--- src/rtl/core/dlr_pkg.sv ---
package dlr_pkg;

  localparam int unsigned COORD_W   = 16;
  localparam int unsigned DIFF_W    = COORD_W + 1;
  localparam int unsigned MAG_W     = 16;
  localparam int unsigned COLOR_W   = 32;
  localparam int unsigned CANVAS_W  = 13;
  localparam int unsigned XY_W      = 14;
  localparam int unsigned CFG_IDX_W = 1;
  localparam int unsigned S_TDATA_W = 4 * COORD_W + COLOR_W;
  localparam int unsigned M_TDATA_W = 64;

  localparam logic [CANVAS_W-1:0] CANVAS_WIDTH_RESET  = 13'd640;
  localparam logic [CANVAS_W-1:0] CANVAS_HEIGHT_RESET = 13'd480;

  localparam logic REQ_START = 1'b0;
  localparam logic REQ_STEP  = 1'b1;

  typedef enum logic [CFG_IDX_W-1:0] {
    REG_CANVAS_WIDTH,
    REG_CANVAS_HEIGHT
  } cfg_reg_e;

  typedef struct packed {
    logic             start;
    logic [MAG_W-1:0] num;
    logic [MAG_W-1:0] den;
  } div_req_t;

  typedef struct packed {
    logic signed [XY_W-1:0] x;
    logic signed [XY_W-1:0] y;
    logic                   in_canvas;
  } pixel_t;

endpackage

--- src/rtl/core/dlr_divider.sv ---
module dlr_divider #(
  parameter int unsigned Q_W = 17
) (
  input  logic              clk_i,
  input  logic              rst_ni,
  input  dlr_pkg::div_req_t req_i,
  output logic              done_o,
  output logic [Q_W-1:0]    quot_o
);
  import dlr_pkg::*;

  localparam int unsigned CNT_W = $clog2(Q_W);
  localparam logic [CNT_W-1:0] CNT_LAST = CNT_W'(Q_W - 1);

  logic             busy_q;
  logic             done_q;
  logic [CNT_W-1:0] cnt_q;
  logic [MAG_W:0]   rem_q;
  logic [MAG_W-1:0] den_q;
  logic [Q_W-1:0]   quot_q;

  logic             ge;
  logic [MAG_W:0]   rem_sub;
  logic [MAG_W-1:0] rem_next;

  // One restoring compare-and-subtract step per cycle, integer bit first.
  assign ge       = rem_q >= {1'b0, den_q};
  assign rem_sub  = rem_q - {1'b0, den_q};
  assign rem_next = ge ? rem_sub[MAG_W-1:0] : rem_q[MAG_W-1:0];

  always_ff @(posedge clk_i or negedge rst_ni) begin
    if (!rst_ni) begin
      busy_q <= 1'b0;
      done_q <= 1'b0;
      cnt_q  <= '0;
    end else begin
      done_q <= 1'b0;
      if (req_i.start) begin
        busy_q <= 1'b1;
        cnt_q  <= '0;
        rem_q  <= {1'b0, req_i.num};
        den_q  <= req_i.den;
      end else if (busy_q) begin
        quot_q <= {quot_q[Q_W-2:0], ge};
        rem_q  <= {rem_next, 1'b0};
        cnt_q  <= cnt_q + CNT_W'(1);
        if (cnt_q == CNT_LAST) begin
          busy_q <= 1'b0;
          done_q <= 1'b1;
        end
      end
    end
  end

  assign done_o = done_q;
  assign quot_o = quot_q;

`ifndef ASSERT_OFF
  assert property (@(posedge clk_i) disable iff (!rst_ni) req_i.start |=> busy_q)
    else $error("Divider did not start on request.");
  assert property (@(posedge clk_i) disable iff (!rst_ni)
    busy_q |-> rem_q < {den_q, 1'b0})
    else $error("Partial remainder out of range.");
  assert property (@(posedge clk_i) disable iff (!rst_ni) done_q |-> !busy_q)
    else $error("Divider reports done while busy.");
`endif

endmodule

--- src/rtl/core/dlr_pixel.sv ---
module dlr_pixel #(
  parameter int unsigned MAJ_W           = 12,
  parameter int unsigned ACC_W           = 31,
  parameter int unsigned SLOPE_FRAC_BITS = 16
) (
  input  logic                          along_y_i,
  input  logic signed [MAJ_W-1:0]       counter_i,
  input  logic signed [ACC_W-1:0]       accum_i,
  input  logic [dlr_pkg::CANVAS_W-1:0]  width_i,
  input  logic [dlr_pkg::CANVAS_W-1:0]  height_i,
  output dlr_pkg::pixel_t               pixel_o
);
  import dlr_pkg::*;

  localparam int unsigned HW_FX_W = SLOPE_FRAC_BITS + CANVAS_W;
  localparam int unsigned SUM_W   = ((ACC_W > HW_FX_W) ? ACC_W : HW_FX_W) + 1;
  localparam int unsigned MINT_W  = SUM_W - SLOPE_FRAC_BITS;
  localparam int unsigned MJ_W    = ((MAJ_W > CANVAS_W) ? MAJ_W : CANVAS_W) + 1;
  localparam int unsigned INT_W   = (MINT_W > MJ_W) ? MINT_W : MJ_W;

  localparam logic signed [SUM_W-1:0] FX_RND = SUM_W'((1 << SLOPE_FRAC_BITS) - 1);
  localparam logic signed [INT_W-1:0] XY_MAX = INT_W'((2 ** (XY_W - 1)) - 1);
  localparam logic signed [INT_W-1:0] XY_MIN = INT_W'(-(2 ** (XY_W - 1)));

  logic [CANVAS_W-2:0]      hw, hh;
  logic signed [SUM_W-1:0]  hw_fx, hh_fx, acc_x, msum, msum_adj;
  logic signed [INT_W-1:0]  mint, mj, cnt_x, hw_i, hh_i, wid_i, hei_i;
  logic signed [INT_W-1:0]  bx, by, x_sat, y_sat;

  assign hw    = width_i[CANVAS_W-1:1];
  assign hh    = height_i[CANVAS_W-1:1];
  assign hw_fx = SUM_W'(hw) << SLOPE_FRAC_BITS;
  assign hh_fx = SUM_W'(hh) << SLOPE_FRAC_BITS;
  assign acc_x = SUM_W'(accum_i);
  assign cnt_x = INT_W'(counter_i);
  assign hw_i  = INT_W'(hw);
  assign hh_i  = INT_W'(hh);
  assign wid_i = INT_W'(width_i);
  assign hei_i = INT_W'(height_i);

  // The minor coordinate is truncated toward zero.
  assign msum     = along_y_i ? (acc_x + hw_fx) : (hh_fx - acc_x);
  assign msum_adj = msum + (msum[SUM_W-1] ? FX_RND : '0);
  assign mint     = INT_W'(msum_adj >>> SLOPE_FRAC_BITS);
  assign mj       = along_y_i ? (hh_i - cnt_x) : (cnt_x + hw_i);

  assign bx = along_y_i ? mint : mj;
  assign by = along_y_i ? mj : mint;

  assign x_sat = (bx > XY_MAX) ? XY_MAX : ((bx < XY_MIN) ? XY_MIN : bx);
  assign y_sat = (by > XY_MAX) ? XY_MAX : ((by < XY_MIN) ? XY_MIN : by);

  assign pixel_o.x         = XY_W'(x_sat);
  assign pixel_o.y         = XY_W'(y_sat);
  assign pixel_o.in_canvas = !bx[INT_W-1] && (bx < wid_i) && !by[INT_W-1] && (by < hei_i);

endmodule

--- src/rtl/core/dda_line_rasterizer_unit.sv ---
// Line rasterizer using a digital differential analyzer.
// Requests arrive on the s_axis channel; tuser selects start (0) or step (1).
// A start request carries both endpoints (signed, centred, y-up, fixed point)
// and the line color. It produces no pixel and drops any line in progress.
// Each step request emits the next pixel of the active line on m_axis, or
// nothing when no line is active. tlast marks the final pixel of a line and
// tuser flags a pixel that lies inside the configured bitmap.
// The cfg channel writes the bitmap width and height; it is always ready.
// A step request's pixel is registered on m_axis.
// A start request keeps s_axis_tready low through the axis, order, setup and
// check states and, unless the slope is zero or saturated, while the restoring
// divider retires one quotient bit per cycle. While a pixel waits on a stalled
// m_axis, the next request is held off until the pixel is taken.
// Reset sets the bitmap to 640 by 480, clears the output valid flag and leaves
// no line active.
module dda_line_rasterizer_unit #(
  parameter int unsigned COORD_FRAC_BITS = 4,
  parameter int unsigned SLOPE_FRAC_BITS = 16
) (
  input  logic                            clk_i,
  input  logic                            rst_ni,
  input  logic                            cfg_valid_i,
  output logic                            cfg_ready_o,
  input  logic [dlr_pkg::CFG_IDX_W-1:0]   cfg_index_i,
  input  logic [dlr_pkg::CANVAS_W-1:0]    cfg_data_i,
  input  logic                            s_axis_tvalid_i,
  output logic                            s_axis_tready_o,
  // x_start, y_start, x_end, y_end, pixel_color
  input  logic [dlr_pkg::S_TDATA_W-1:0]   s_axis_tdata_i,
  // req_type
  input  logic                            s_axis_tuser_i,
  output logic                            m_axis_tvalid_o,
  input  logic                            m_axis_tready_i,
  // out_x, out_y, out_color, zero fill
  output logic [dlr_pkg::M_TDATA_W-1:0]   m_axis_tdata_o,
  // in_canvas
  output logic                            m_axis_tuser_o,
  output logic                            m_axis_tlast_o
);
  import dlr_pkg::*;

  localparam int unsigned MAJ_W  = COORD_W - COORD_FRAC_BITS;
  localparam int unsigned ACC_W  = SLOPE_FRAC_BITS - COORD_FRAC_BITS + 19;
  localparam int unsigned SL_W   = SLOPE_FRAC_BITS + 3;
  localparam int unsigned Q_W    = SLOPE_FRAC_BITS + 1;
  localparam int unsigned ACC_SH = SLOPE_FRAC_BITS - COORD_FRAC_BITS;
  localparam int unsigned PAD_W  = M_TDATA_W - 2 * XY_W - COLOR_W;

  localparam logic signed [SL_W-1:0]   SLOPE_MAX = SL_W'(1 << (SLOPE_FRAC_BITS + 1));
  localparam logic signed [DIFF_W-1:0] CF_RND    = DIFF_W'((1 << COORD_FRAC_BITS) - 1);

  typedef enum logic [2:0] {
    S_IDLE,
    S_AXIS,
    S_ORDER,
    S_SETUP,
    S_CHECK,
    S_DIV
  } state_e;

  state_e                    state_q;
  logic [CANVAS_W-1:0]       width_q, height_q;
  logic signed [COORD_W-1:0] p0x_q, p0y_q, p1x_q, p1y_q;
  logic signed [COORD_W-1:0] maj0_q, maj1_q, min0_q, min1_q;
  logic                      along_y_q;
  logic [MAG_W-1:0]          den_q, mag_q;
  logic                      neg_q;
  logic signed [MAJ_W-1:0]   counter_q, limit_q;
  logic signed [ACC_W-1:0]   accum_q;
  logic signed [SL_W-1:0]    slope_q;
  logic [COLOR_W-1:0]        color_q;
  logic                      active_q;

  logic                      out_valid_q;
  logic signed [XY_W-1:0]    out_x_q, out_y_q;
  logic [COLOR_W-1:0]        out_color_q;
  logic                      out_in_q, out_last_q;

  logic                      s_accept;
  logic                      out_load;
  logic signed [DIFF_W-1:0]  dx, dy, dmaj, dmin, maj0_adj;
  logic [DIFF_W-1:0]         dx_abs, dy_abs, dmin_abs;
  logic [MAG_W-1:0]          adx, ady;
  logic                      along_y_d;
  logic                      slope_sat, last_pix, line_ok;
  logic signed [SL_W-1:0]    quot_signed;
  div_req_t                  div_req;
  logic                      div_done;
  logic [Q_W-1:0]            div_quot;
  pixel_t                    pix;

  assign cfg_ready_o     = 1'b1;
  assign s_axis_tready_o = (state_q == S_IDLE) && (!out_valid_q || m_axis_tready_i);
  assign s_accept        = s_axis_tvalid_i && s_axis_tready_o;
  assign out_load        = s_accept && (s_axis_tuser_i == REQ_STEP) && active_q;

  // Axis choice on truncated absolute differences.
  assign dx        = DIFF_W'(p1x_q) - DIFF_W'(p0x_q);
  assign dy        = DIFF_W'(p1y_q) - DIFF_W'(p0y_q);
  assign dx_abs    = dx[DIFF_W-1] ? -dx : dx;
  assign dy_abs    = dy[DIFF_W-1] ? -dy : dy;
  assign adx       = MAG_W'(dx_abs >> COORD_FRAC_BITS);
  assign ady       = MAG_W'(dy_abs >> COORD_FRAC_BITS);
  assign along_y_d = !(adx > ady);

  assign dmaj     = DIFF_W'(maj1_q) - DIFF_W'(maj0_q);
  assign dmin     = DIFF_W'(min1_q) - DIFF_W'(min0_q);
  assign dmin_abs = dmin[DIFF_W-1] ? -dmin : dmin;
  assign maj0_adj = DIFF_W'(maj0_q) + (maj0_q[COORD_W-1] ? CF_RND : '0);

  assign slope_sat   = {1'b0, mag_q} >= {den_q, 1'b0};
  assign quot_signed = neg_q ? -SL_W'(div_quot) : SL_W'(div_quot);
  assign last_pix    = counter_q >= limit_q;
  assign line_ok     = counter_q <= limit_q;

  assign div_req.start = (state_q == S_CHECK) && (den_q != '0) && !slope_sat;
  assign div_req.num   = mag_q;
  assign div_req.den   = den_q;

  dlr_divider #(
    .Q_W (Q_W)
  ) u_divider (
    .clk_i  (clk_i),
    .rst_ni (rst_ni),
    .req_i  (div_req),
    .done_o (div_done),
    .quot_o (div_quot)
  );

  dlr_pixel #(
    .MAJ_W           (MAJ_W),
    .ACC_W           (ACC_W),
    .SLOPE_FRAC_BITS (SLOPE_FRAC_BITS)
  ) u_pixel (
    .along_y_i (along_y_q),
    .counter_i (counter_q),
    .accum_i   (accum_q),
    .width_i   (width_q),
    .height_i  (height_q),
    .pixel_o   (pix)
  );

  always_ff @(posedge clk_i or negedge rst_ni) begin
    if (!rst_ni) begin
      state_q     <= S_IDLE;
      active_q    <= 1'b0;
      out_valid_q <= 1'b0;
      width_q     <= CANVAS_WIDTH_RESET;
      height_q    <= CANVAS_HEIGHT_RESET;
    end else begin
      if (cfg_valid_i) begin
        unique case (cfg_reg_e'(cfg_index_i))
          REG_CANVAS_WIDTH:  width_q  <= cfg_data_i;
          REG_CANVAS_HEIGHT: height_q <= cfg_data_i;
          default:           width_q  <= width_q;
        endcase
      end
      if (out_load) begin
        out_valid_q <= 1'b1;
      end else if (m_axis_tready_i) begin
        out_valid_q <= 1'b0;
      end
      unique case (state_q)
        S_IDLE: begin
          if (s_accept) begin
            if (s_axis_tuser_i == REQ_START) begin
              p0x_q    <= s_axis_tdata_i[COORD_W-1:0];
              p0y_q    <= s_axis_tdata_i[2*COORD_W-1:COORD_W];
              p1x_q    <= s_axis_tdata_i[3*COORD_W-1:2*COORD_W];
              p1y_q    <= s_axis_tdata_i[4*COORD_W-1:3*COORD_W];
              color_q  <= s_axis_tdata_i[4*COORD_W +: COLOR_W];
              active_q <= 1'b0;
              state_q  <= S_AXIS;
            end else if (active_q) begin
              out_x_q     <= pix.x;
              out_y_q     <= pix.y;
              out_in_q    <= pix.in_canvas;
              out_color_q <= color_q;
              out_last_q  <= last_pix;
              if (last_pix) begin
                active_q <= 1'b0;
              end else begin
                counter_q <= counter_q + MAJ_W'(1);
                accum_q   <= accum_q + ACC_W'(slope_q);
              end
            end
          end
        end
        S_AXIS: begin
          along_y_q <= along_y_d;
          maj0_q    <= along_y_d ? p0y_q : p0x_q;
          maj1_q    <= along_y_d ? p1y_q : p1x_q;
          min0_q    <= along_y_d ? p0x_q : p0y_q;
          min1_q    <= along_y_d ? p1x_q : p1y_q;
          state_q   <= S_ORDER;
        end
        S_ORDER: begin
          if (maj0_q > maj1_q) begin
            maj0_q <= maj1_q;
            maj1_q <= maj0_q;
            min0_q <= min1_q;
            min1_q <= min0_q;
          end
          state_q <= S_SETUP;
        end
        S_SETUP: begin
          den_q     <= MAG_W'(dmaj);
          mag_q     <= MAG_W'(dmin_abs);
          neg_q     <= dmin[DIFF_W-1];
          counter_q <= MAJ_W'(maj0_adj >>> COORD_FRAC_BITS);
          limit_q   <= MAJ_W'(maj1_q >>> COORD_FRAC_BITS);
          accum_q   <= ACC_W'(min0_q) <<< ACC_SH;
          state_q   <= S_CHECK;
        end
        S_CHECK: begin
          if (den_q == '0) begin
            slope_q  <= '0;
            active_q <= line_ok;
            state_q  <= S_IDLE;
          end else if (slope_sat) begin
            slope_q  <= neg_q ? -SLOPE_MAX : SLOPE_MAX;
            active_q <= line_ok;
            state_q  <= S_IDLE;
          end else begin
            state_q <= S_DIV;
          end
        end
        S_DIV: begin
          if (div_done) begin
            slope_q  <= quot_signed;
            active_q <= line_ok;
            state_q  <= S_IDLE;
          end
        end
        default: state_q <= S_IDLE;
      endcase
    end
  end

  assign m_axis_tvalid_o = out_valid_q;
  assign m_axis_tdata_o  = {{PAD_W{1'b0}}, out_color_q, out_y_q, out_x_q};
  assign m_axis_tuser_o  = out_in_q;
  assign m_axis_tlast_o  = out_last_q;

`ifndef ASSERT_OFF
  assert property (@(posedge clk_i) disable iff (!rst_ni)
    (s_accept && (s_axis_tuser_i == REQ_START)) |=> (!active_q && (state_q == S_AXIS)))
    else $error("Start request did not drop the active line.");
  assert property (@(posedge clk_i) disable iff (!rst_ni) div_done |=> (state_q == S_IDLE))
    else $error("Sequencer did not finish after the division.");
  assert property (@(posedge clk_i) disable iff (!rst_ni)
    active_q |-> ((slope_q <= SLOPE_MAX) && (slope_q >= -SLOPE_MAX)))
    else $error("Slope outside its saturation range.");
  assert property (@(posedge clk_i) disable iff (!rst_ni)
    (s_accept && (s_axis_tuser_i == REQ_STEP) && active_q && last_pix)
      |=> (!active_q && m_axis_tvalid_o && m_axis_tlast_o))
    else $error("Final pixel did not end the line.");
`endif

endmodule

--- config.mk ---
export PLATFORM = sky130hd
export DESIGN_NAME = dda_line_rasterizer_unit
export DESIGN_NICKNAME = d
export VERILOG_FILES = /design/src/rtl/core/dlr_pkg.sv /design/src/rtl/core/dlr_divider.sv /design/src/rtl/core/dlr_pixel.sv /design/src/rtl/core/dda_line_rasterizer_unit.sv
export SDC_FILE = /design/constraint.sdc
export NUM_CORES = 1
export LEC_CHECK = 0
export ABC_AREA = 1
export BUFFER_PORTS_ARGS = -buffer_cell sky130_fd_sc_hd__buf_2
export CAP_MARGIN = 25
export CORE_ASPECT_RATIO = 1.75
export CORE_MARGIN = 1
export CORE_UTILIZATION = 42
export CTS_BUF_LIST = sky130_fd_sc_hd__clkbuf_2 sky130_fd_sc_hd__clkbuf_4 sky130_fd_sc_hd__clkbuf_8
export DETAILED_ROUTE_END_ITERATION = 8
export GPL_ROUTABILITY_DRIVEN = 0
export PLACE_DENSITY = 0.57
export SLEW_MARGIN = 10
export SYNTH_ARGS = -nofsm -noshare
export SYNTH_HDL_FRONTEND = slang
export SYNTH_SLANG_ARGS = --single-unit
--- constraint.sdc ---
create_clock -name clk_i -period 11.45 [get_ports clk_i]
set_input_delay 1.145 -clock clk_i [delete_from_list [all_inputs] [get_ports clk_i]]
set_output_delay 1.145 -clock clk_i [all_outputs]
set_load 0.05 [all_outputs]
After elaboration in Yosys (flattened, before gate mapping). Cells that the tools add are included.

Input bits: 116. Logic and storage cells: 185. Bits in latches: 0. Output and inout port bits: 69. Memories kept: 0. Bits in read-only memories: 0. Memory bits (writable): 0. Bits in registers: 418.

Order comparisons: 12. Bitwise gates (word level): 3. Muxes and demuxes: 66. Shift-type cells: 0. Divide/modulo/power cells: 0. Multiply operators: 0. Add/sub/neg operators: 18. Reductions and logical operators: 38. Equality and inequality tests: 14.

Operator list (count): $mux 16 (15); $pmux 16 s2 (4); $mux 31 (4); $mux 19 (5); $pmux 31 s2 (1); $mux 17 (3); $sub 16x16->17 (3); $mux 12 (4); $pmux 19 s2 (1); $neg 17->17 (2); $add 31x29->32 (1); $add 32x32->32 (1); $gt 16x14->1 const B (2); $lt 16x14->1 (2); $lt 16x14->1 const B (2); $mux 32 (1); $sub 16x16->16 (2); $sub 29x31->32 (1); $add 31x19->31 (1); $mux 14 (2); $pmux 12 s2 (1); $neg 17->19 (1); $pmux 3 s6 (1); $ge 16x17->1 (1); other kinds (37) (90).

Longest topological paths before layout. Gate-level depths: netlist (run 1).

Word-level depth: 9. Depth in mapped cells: 36. Mapped depth without buffers: 36.

By module. A second synthesis (run 1) with hierarchy kept.

Cells, all modules: 3942. Area total of the unflattened synthesis: 30668.2 µm².

By module, submodules not included: dda_line_rasterizer_unit (cells an instance 2502, area each 21549.4 µm², seq. area each 10692.8 µm², times used 1); dlr_pixel (cells an instance 1037, area each 5694.2 µm², seq. area each 0.0 µm², times used 1); dlr_divider (cells an instance 403, area each 3424.5 µm², seq. area each 1676.6 µm², times used 1).

Worst setup path before layout (run 1). OpenSTA, ideal clock, no wires.

Path kind: input to register. Start point: input port m_axis_tready_i. End point: register color_q[0] (enable). Setup slack: 2.540 ns. Required time: 10.780 ns. Library setup time: 0.670 ns. Arrival time: 8.240 ns. Path buffers: 0. Stages: 3. Path through: o21a_1 -> nand2_1 -> nor3_1.

Cells in the longest elaborated chain, start to end: 4.

Ends and longest elaborated chain: from (decl) (RTL line dda_line_rasterizer_unit.sv:33) `input logic m_axis_tready_i,`; $logic_or 1x1->1 (RTL line dda_line_rasterizer_unit.sv:93) `assign s_axis_tready_o = (state_q == S_IDLE) && (!out_valid_q || m_axis_tready_i);`; $logic_and 1x1->1 (RTL line dda_line_rasterizer_unit.sv:93); $logic_and 1x1->1 (RTL line dda_line_rasterizer_unit.sv:94) `assign s_accept = s_axis_tvalid_i && s_axis_tready_o;`; $reduce_and 4->1 (no source line); to (signal assigned) (RTL line dda_line_rasterizer_unit.sv:171) `color_q <= s_axis_tdata_i[4*COORD_W +: COLOR_W];`; to (decl) (RTL line dda_line_rasterizer_unit.sv:71) `logic [COLOR_W-1:0] color_q;`.

No other way between the ends. A chain may end at the register's enable or synchronous reset.

Worst setup path after layout (run 1).
Start point: register p0y_q[0]. End point: register min1_q[10] (data pin).

Cells in the longest elaborated chain, start to end: 6.

Ends and longest elaborated chain: from (decl) (RTL line dda_line_rasterizer_unit.sv:63) `logic signed [COORD_W-1:0] p0x_q, p0y_q, p1x_q, p1y_q;`; from (signal assigned) (RTL line dda_line_rasterizer_unit.sv:168) `p0y_q <= s_axis_tdata_i[2*COORD_W-1:COORD_W];`; $sub 16x16->17 (*) (RTL line dda_line_rasterizer_unit.sv:99) `assign dy = DIFF_W'(p1y_q) - DIFF_W'(p0y_q);`; $neg 17->17 (RTL line dda_line_rasterizer_unit.sv:101) `assign dy_abs = dy[DIFF_W-1] ? -dy : dy;`; $mux 17 (*) (RTL line dda_line_rasterizer_unit.sv:101); $gt 13x13->1 (*) (RTL line dda_line_rasterizer_unit.sv:104) `assign along_y_d = !(adx > ady);`; $mux 16 (*) (RTL line dda_line_rasterizer_unit.sv:194) `min1_q <= along_y_d ? p1x_q : p1y_q;`; $pmux 16 s2 (*) (RTL line dda_line_rasterizer_unit.sv:163) `unique case (state_q)`; to (signal assigned) (RTL line dda_line_rasterizer_unit.sv:194); to (signal assigned) (RTL line dda_line_rasterizer_unit.sv:202) `min1_q <= min0_q;`; to (decl) (RTL line dda_line_rasterizer_unit.sv:64) `logic signed [COORD_W-1:0] maj0_q, maj1_q, min0_q, min1_q;`.

Mark *: on every way between the ends. The rest lies on a longest branch, timed or not.

==> impl_metrics.tcl, run 1 <==
set metrics [dict create \
    status "finished clean" \
    p_per_area_nw_per_um2 239 \
    cts_hold_buf 0 \
    synth-seq-area-share_pct 44.4 \
    crit_slowest_cell "buf_4" \
    fmax_mhz 142 \
    vias 23281 \
    gr-total-overflow 0 \
    tritoncts "done" \
    drv_slew 0 \
    avgSynthCellArea_sq_um 8.65 \
    critPathMaxFanout 73 \
    dr.pass1.iters 5 \
    crit_type "reg2reg" \
    layout_commonest_cell "nand2_1" \
    yosys.area.top_type_share_pct 40.9 \
    die-area_sq_um 67500 \
    tightest_slew_ns 1.15 \
    ys_top_cells_by_area "edfxtp_1 41%, ha_1 11%, nand2_1 8.6%" \
    critPathLaunchType "flip-flop" \
    worstSkewPairLatency_ns 0.71 \
    nets 3801 \
    finalHoldViolCount 0 \
    worst_ir_drop_vdd_v 0.000160 \
    synth_area_sq_um 27900 \
    placeableCoreArea_sq_um 65500 \
    synth_cell_types 71 \
    crit_top_cell "nand2_1" \
    start_util_pct 42.6 \
    ys_async_sr_fraction_pct 9.09 \
    grt_usage_pct 25.3 \
    route.detailed.drc 0 \
    p_clk_share_pct 18.6 \
    worstPathRequired_ns 11.86 \
    synth_seq_cells 418 \
    drive_gt1_share_pct 11.2 \
    synthFlopType "edfxtp_1" \
    slowest_delay_ns 0.57 \
    hold_slack_ns 0.415 \
    final.setup.tns_ns 0 \
    drt_iter0_drc 1036 \
    area_delta_synth_final_pct 12.0 \
    rows 124 \
    root_buffer "clkbuf_8" \
    worstSetupEndpointType "flip-flop" \
    p_int_mw 4.12 \
    cts-root-to-sink-buffers 3 \
    dp_hpwl_mm 67.0 \
    post_cts_buffers 0 \
    pwr-share-comb_pct 49.1 \
    arrival_ns 7.44 \
    wirelength_mm 84.4 \
    rsz0062_at_grt "false" \
    synthCells 3224 \
    cts.sinks 418 \
    min_period_ns 7.04 \
    pin_count 185 \
    synth-edff-count 380 \
    p_sw_mw 3.34 \
    antenna_left 0 \
    cts_buffers 68 \
    yosysTopAreaCell "edfxtp_1" \
    cap_viol_max_count 0 \
    die_w_um 197 \
    final_cell_mix "637 x nand2_1, 475 x inv_1, 380 x edfxtp_1, 305 x o21ai_0, 255 x a21oi_1" \
    grt_pass1_wl_mm 129 \
    die_h_um 343 \
    p_seq_share_pct 32.3 \
    post_cts_resized 0 \
    clk_pin_slew_worst_paths_ns 0.06 \
    swShare_pct 44.8 \
    post-route-period-util_pct 61.5 \
    antenna_found_initial 4 \
    portBuffers 179 \
    cts_htree_levels 3 \
    finClkSkew_ns 0.0463 \
    max-slew-margin-rel_pct 22.5 \
    p_leak_nw 14.0 \
    synth_warnings 0 \
    grt_max_degree 74 \
    min_path_type "reg2reg" \
    viasPerCell 5.34 \
    setup_violations 0 \
    grt_pass1_vias 24038 \
    wire_per_inst_um 19.3 \
]
-- worst paths after layout --
check | startpoint | end | slack (ns) | depth (start not counted)
worst max-delay path | p0y_q[0] | min1_q[10] | 4.41 | 30
worst min-delay path | color_q[20] | out_color_q[20] | 0.41 | 0
worst max register to register | p0y_q[0] | min1_q[10] | 4.41 | 30
worst min register to register | color_q[20] | out_color_q[20] | 0.41 | 0
max in group asynchronous | rst_ni | width_q[4] | 10.36 | 2
min in group asynchronous | rst_ni | state_q[1] | 0.65 | 2
-- power groups by stage --
| stage | sequential [mW] | clock [mW] | combinational, mW |
|---|---|---|---|
| after floorplan | 2.34 | 0 | 2.61 |
| after global placement | 2.43 | 0 | 3.52 |
| after detailed placement | 2.44 | 0 | 3.61 |
| after CTS | 2.41 | 1.43 | 3.63 |
| after global routing | 2.44 | 1.49 | 4.10 |
| final | 2.41 | 1.39 | 3.67 |
-- critical path, delay by kind of cell (launching register included) --
kind            cells  cell delay, ns
flops               1            0.42
simple gates        8            0.96
buf+inv             5            1.41
compound gates     13            2.80
xor+xnor            1            0.14
fa+ha+maj           3            0.95
-- per-stage QoR --
step	std cells	setup WS [ns]	power, mW	utilization (%)	cell area [sq um]
4_1_cts	4360	4.46	7.47	47.7	31200
2_1_floorplan	3227	2.54	4.95	-	27900
3_3_place_gp	4239	4.62	5.95	45.5	29800
3_5_place_dp	4239	4.50	6.05	45.5	29800
5_1_grt	4363	3.83	8.02	47.7	31200
6_report	4363	4.41	7.46	47.7	31200
-- synth_stat cells (all sizes together) (6+ instances only) --
library cell,n
or2,22
nand2,647
a211oi,8
o21ai,327
xor2,105
o21a,13
a21o,8
ha,248
nand3b,9
dfstp,6
edfxtp,380
o22ai,18
a21oi,256
o21bai,20
and2,8
fa,9
nor2,226
nor4,8
o31ai,9
nand3,112
inv,485
clkinv,6
a31oi,10
o211ai,6
nor3,54
xnor2,49
buf,16
nand4,33
clkbuf,50
dfrtp,32
-- final cells by class --
class | instances | area [sq um]
sequential | 418 | 12400
clock buffer | 89 | 1110
timing repair buffer | 197 | 1030
clock inverter | 32 | 324
inverter | 491 | 1840
tap | 882 | 1100
fill | 6441 | 34200
multi-input combinational | 2252 | 13400
antenna | 2 | 5.00
-- layer usage --
layer / share of wire (%) / vias up / global-route usage, %
li1: - / 11335 / -
met1: 34 / 10911 / 23.4
met2: 53 / 735 / 48.1
met3: 4.5 / 298 / 4.10
met4: 8.8 / 2 / 20.9
met5: 0.020 / - / 0
-- sequential cells by signal (all words and copies together), names as in the netlist, 12 cells and up --
name	count
maj1_q	16
p0y_q	16
u_divider.den_q	16
slope_q	19
height_q	13
p1y_q	16
counter_q	12
color_q	32
out_y_q	14
out_color_q	32
p0x_q	16
p1x_q	16
mag_q	16
den_q	16
maj0_q	16
accum_q	31
min1_q	16
width_q	13
out_x_q	14
limit_q	12
min0_q	16
u_divider.rem_q	17
u_divider.quot_o	17
-- logic make-up after synthesis --
logic type,after synthesis,synth area share [%]
DFF,418,44.4
buffers and inverters,557,7.64
and+or+nand+nor,1131,17.4
adders and majority gates,257,11.8
AOI/OAI and AO/OA,705,13.9
xor gates and xnor gates,154,4.84
other,2,0.0269
No activity file was read; power rests on OpenSTA's default activity.
==> run 2: changes to the inputs <==
--- a/config.mk
+++ b/config.mk
@@ -5,7 +5,7 @@
 export SDC_FILE = /design/constraint.sdc
 export NUM_CORES = 1
 export LEC_CHECK = 0
-export ABC_AREA = 1
+export ABC_AREA = 0
 export BUFFER_PORTS_ARGS = -buffer_cell sky130_fd_sc_hd__buf_2
 export CAP_MARGIN = 25
 export CORE_ASPECT_RATIO = 1.75
@@ -14,7 +14,7 @@
 export CTS_BUF_LIST = sky130_fd_sc_hd__clkbuf_2 sky130_fd_sc_hd__clkbuf_4 sky130_fd_sc_hd__clkbuf_8
 export DETAILED_ROUTE_END_ITERATION = 8
 export GPL_ROUTABILITY_DRIVEN = 0
-export PLACE_DENSITY = 0.57
+export PLACE_DENSITY = 0.59
 export SLEW_MARGIN = 10
 export SYNTH_ARGS = -nofsm -noshare
 export SYNTH_HDL_FRONTEND = slang
==> constraint.sdc (replaced) <==
create_clock -name clk_i -period 5.97 [get_ports clk_i]
set_input_delay 0.597 -clock clk_i [delete_from_list [all_inputs] [get_ports clk_i]]
set_output_delay 0.597 -clock clk_i [all_outputs]
set_load 0.05 [all_outputs]
==> run 2 against run 1 <==
Effect of this change:
- sequential power rose by 94%
- global-route usage fell by 0.81 points
- setup slack got worse by 4.3 ns
- critical path type unchanged
- largest power group unchanged
==> impl_metrics.tcl, run 2 <==
set metrics [dict create \
    ys_async_sr_fraction_pct 9.09 \
    worstPathRequired_ns 6.49 \
    dp_hpwl_mm 65.5 \
    synth-seq-area-share_pct 44.1 \
    tightest_slew_ns 0.899 \
    cap_viol_max_count 0 \
    synth_seq_cells 418 \
    die-area_sq_um 67800 \
    antenna_left 0 \
    placeableCoreArea_sq_um 66200 \
    pin_count 185 \
    pre_cts_ws_ns -0.483 \
    worst_ir_drop_vdd_v 0.000231 \
    crit_type "reg2reg" \
    synth_warnings 0 \
    max-slew-margin-rel_pct 38.5 \
    rows 125 \
    drive_gt1_share_pct 21.0 \
    slowest_delay_ns 0.47 \
    portBuffers 179 \
    finClkSkew_ns 0.0769 \
    grt_pass1_vias 24115 \
    synth_area_sq_um 28000 \
    grt_usage_pct 24.5 \
    crit_slowest_cell "edfxtp_1" \
    gr-total-overflow 0 \
    synth_cell_types 93 \
    drv_slew 0 \
    crit_top_cell "a21o_1" \
    cts-root-to-sink-buffers 3 \
    nets 3574 \
    die_w_um 197 \
    antenna_found_initial 4 \
    vias 23055 \
    avgSynthCellArea_sq_um 10.1 \
    fin_area_sq_um 33600 \
    synth_top_cells_by_count "380 x edfxtp_1, 274 x nor2_1, 257 x inv_1" \
    synth.most_common_cell "edfxtp_1" \
    min_path_type "in2reg" \
    layout_setup_ws_ns 0.0996 \
    tritoncts "done" \
    status "finished clean" \
    synthFlopType "edfxtp_1" \
    setup_violations 0 \
    min_period_ns 5.87 \
    dp.cells 3991 \
    p_per_area_nw_per_um2 447 \
    grt_pass1_wl_mm 127 \
    ys_top_cells_by_area "edfxtp_1 41%, ha_1 11%, xnor2_1 3.8%" \
    viasPerCell 5.57 \
    critPathLaunchType "flip-flop" \
    cts.sinks 418 \
    critPathMaxFanout 5 \
    cts_buffers 68 \
    yosys.area.top_type_share_pct 40.7 \
    yosysTopAreaCell "edfxtp_1" \
    reg_top3 "color_q: 32 flops, out_color_q: 32 flops, accum_q: 31 flops" \
    worstSkewPairLatency_ns 0.68 \
    cts_hold_buf 0 \
    final_cell_mix "380 x edfxtp_1, 268 x nor2_1, 257 x inv_1, 235 x ha_1, 230 x buf_4" \
    wirelength_mm 83.6 \
    ff2ff_path_depth 29 \
    layout_commonest_cell "edfxtp_1" \
    cts_htree_levels 3 \
    dr.pass1.iters 8 \
    placed_cell_area_sq_um 31500 \
    start_util_pct 42.4 \
    post-route-period-util_pct 98.3 \
    whs_path_depth 1 \
    die_h_um 344 \
    drt_iter0_drc 1172 \
    synthCells 2781 \
    root_buffer "clkbuf_8" \
    worstSetupEndpointType "flip-flop" \
    p_leak_nw 14.2 \
    synth-edff-count 380 \
    arrival_ns 6.39 \
    clk_pin_slew_worst_paths_ns 0.07 \
    area_delta_synth_final_pct 20.0 \
    fmax_mhz 170 \
    grt_max_degree 70 \
    layout.cells.non_filler 4142 \
    wire_per_inst_um 20.2 \
    route.detailed.drc 0 \
    finalHoldViolCount 0 \
]
-- run 2: cell types whose count changed after synthesis, moves of 35 or more --
cell,previous run,this run
nand2_1,638,171
mux2i_1,0,85
nor2b_1,0,35
o21ai_0,305,144
a21oi_1,255,195
xnor2_1,49,122
a21o_1,8,45
nand3_1,108,47
inv_1,475,257
nor2_1,213,274
-- run 2: worst paths after layout --
kind	from	end	slack, ns
setup reg to reg	accum_q[17]	m_axis_tuser_o	0.1
max in group asynchronous	rst_ni	height_q[1]	5.36
hold / removal	s_axis_tdata_i[69]	color_q[5]	0.1
setup / recovery	accum_q[17]	m_axis_tuser_o	0.1
hold reg to reg	color_q[1]	out_color_q[1]	0.40
min in group asynchronous	rst_ni	height_q[4]	0.11
-- run 2: logic make-up (layout without fill, tap and decap cells) --
logic type,Yosys count,count (layout),share of synthesized area [%]
adders and majority gates,257,257,11.7
xor gates and xnor gates,205,205,6.43
buffers and inverters,332,798,4.61
other,2,8,0.0268
and+or+nand+nor,778,778,13.4
DFF,418,418,44.1
AOI/OAI and AO/OA,685,685,15.9
muxes,104,104,3.80
-- run 2: what timing repair did --
| action | CTS | global route |
|---|---|---|
| resized for setup | 24 | 90 |
| endpoints found under the setup margin | 65 | 65 |
| buffers inserted | 11 | 15 |
| cloned | 2 | 0 |
| pin swaps | 11 | 46 |
-- run 2: power breakdown --
part / internal [mW] / leakage, nW / switching (mW) / total, mW
clock: 1.37 / 0.716 / 1.21 / 2.58
sequential: 4.17 / 3.92 / 0.503 / 4.67
combinational: 3.37 / 9.59 / 4.40 / 7.76
total: 8.91 / 14.2 / 6.11 / 15.0
-- run 2: worst max-delay path: cells and delay by family, from the launching register on --
kind,cells,cell delay [ns]
and+or+nand+nor,7,1.10
adders and majority gates,3,0.90
DFF,1,0.47
xor gates and xnor gates,1,0.14
buffers and inverters,4,0.60
AOI/OAI and AO/OA,14,2.54
-- run 2: cell type report --
type,instances,area [sq um]
antenna,3,7.51
clock buffer,92,1180
clock inverter,27,184
fill,6120,32500
inverter,258,968
multi-input combinational,2034,15000
sequential,418,12400
tap,889,1110
timing repair buffer,421,2830
-- run 2: metal layers --
metal / part of all wire, % / vias to the layer above / wire, um / track usage (%)
li1: - / 11012 / - / -
met1: 33 / 11006 / 27700 / 22.2
met2: 55 / 722 / 45700 / 48.2
met3: 3.9 / 311 / 3240 / 3.25
met4: 8.3 / 4 / 6950 / 18.8
met5: 0.024 / - / 20 / 0
-- run 2: stage by stage --
step	power, mW	hold slack, ns	setup TNS (ns)	utilization [%]
4_1_cts	14.8	0.0293	-0.0171	50.0
3_3_place_gp	11.7	0.400	-11.71	47.5
5_1_grt	16.0	0.0648	-0.137	50.8
2_1_floorplan	9.61	0.301	0	-
3_5_place_dp	12.0	0.405	-17.17	47.5
6_report	15.0	0.0982	0	50.8
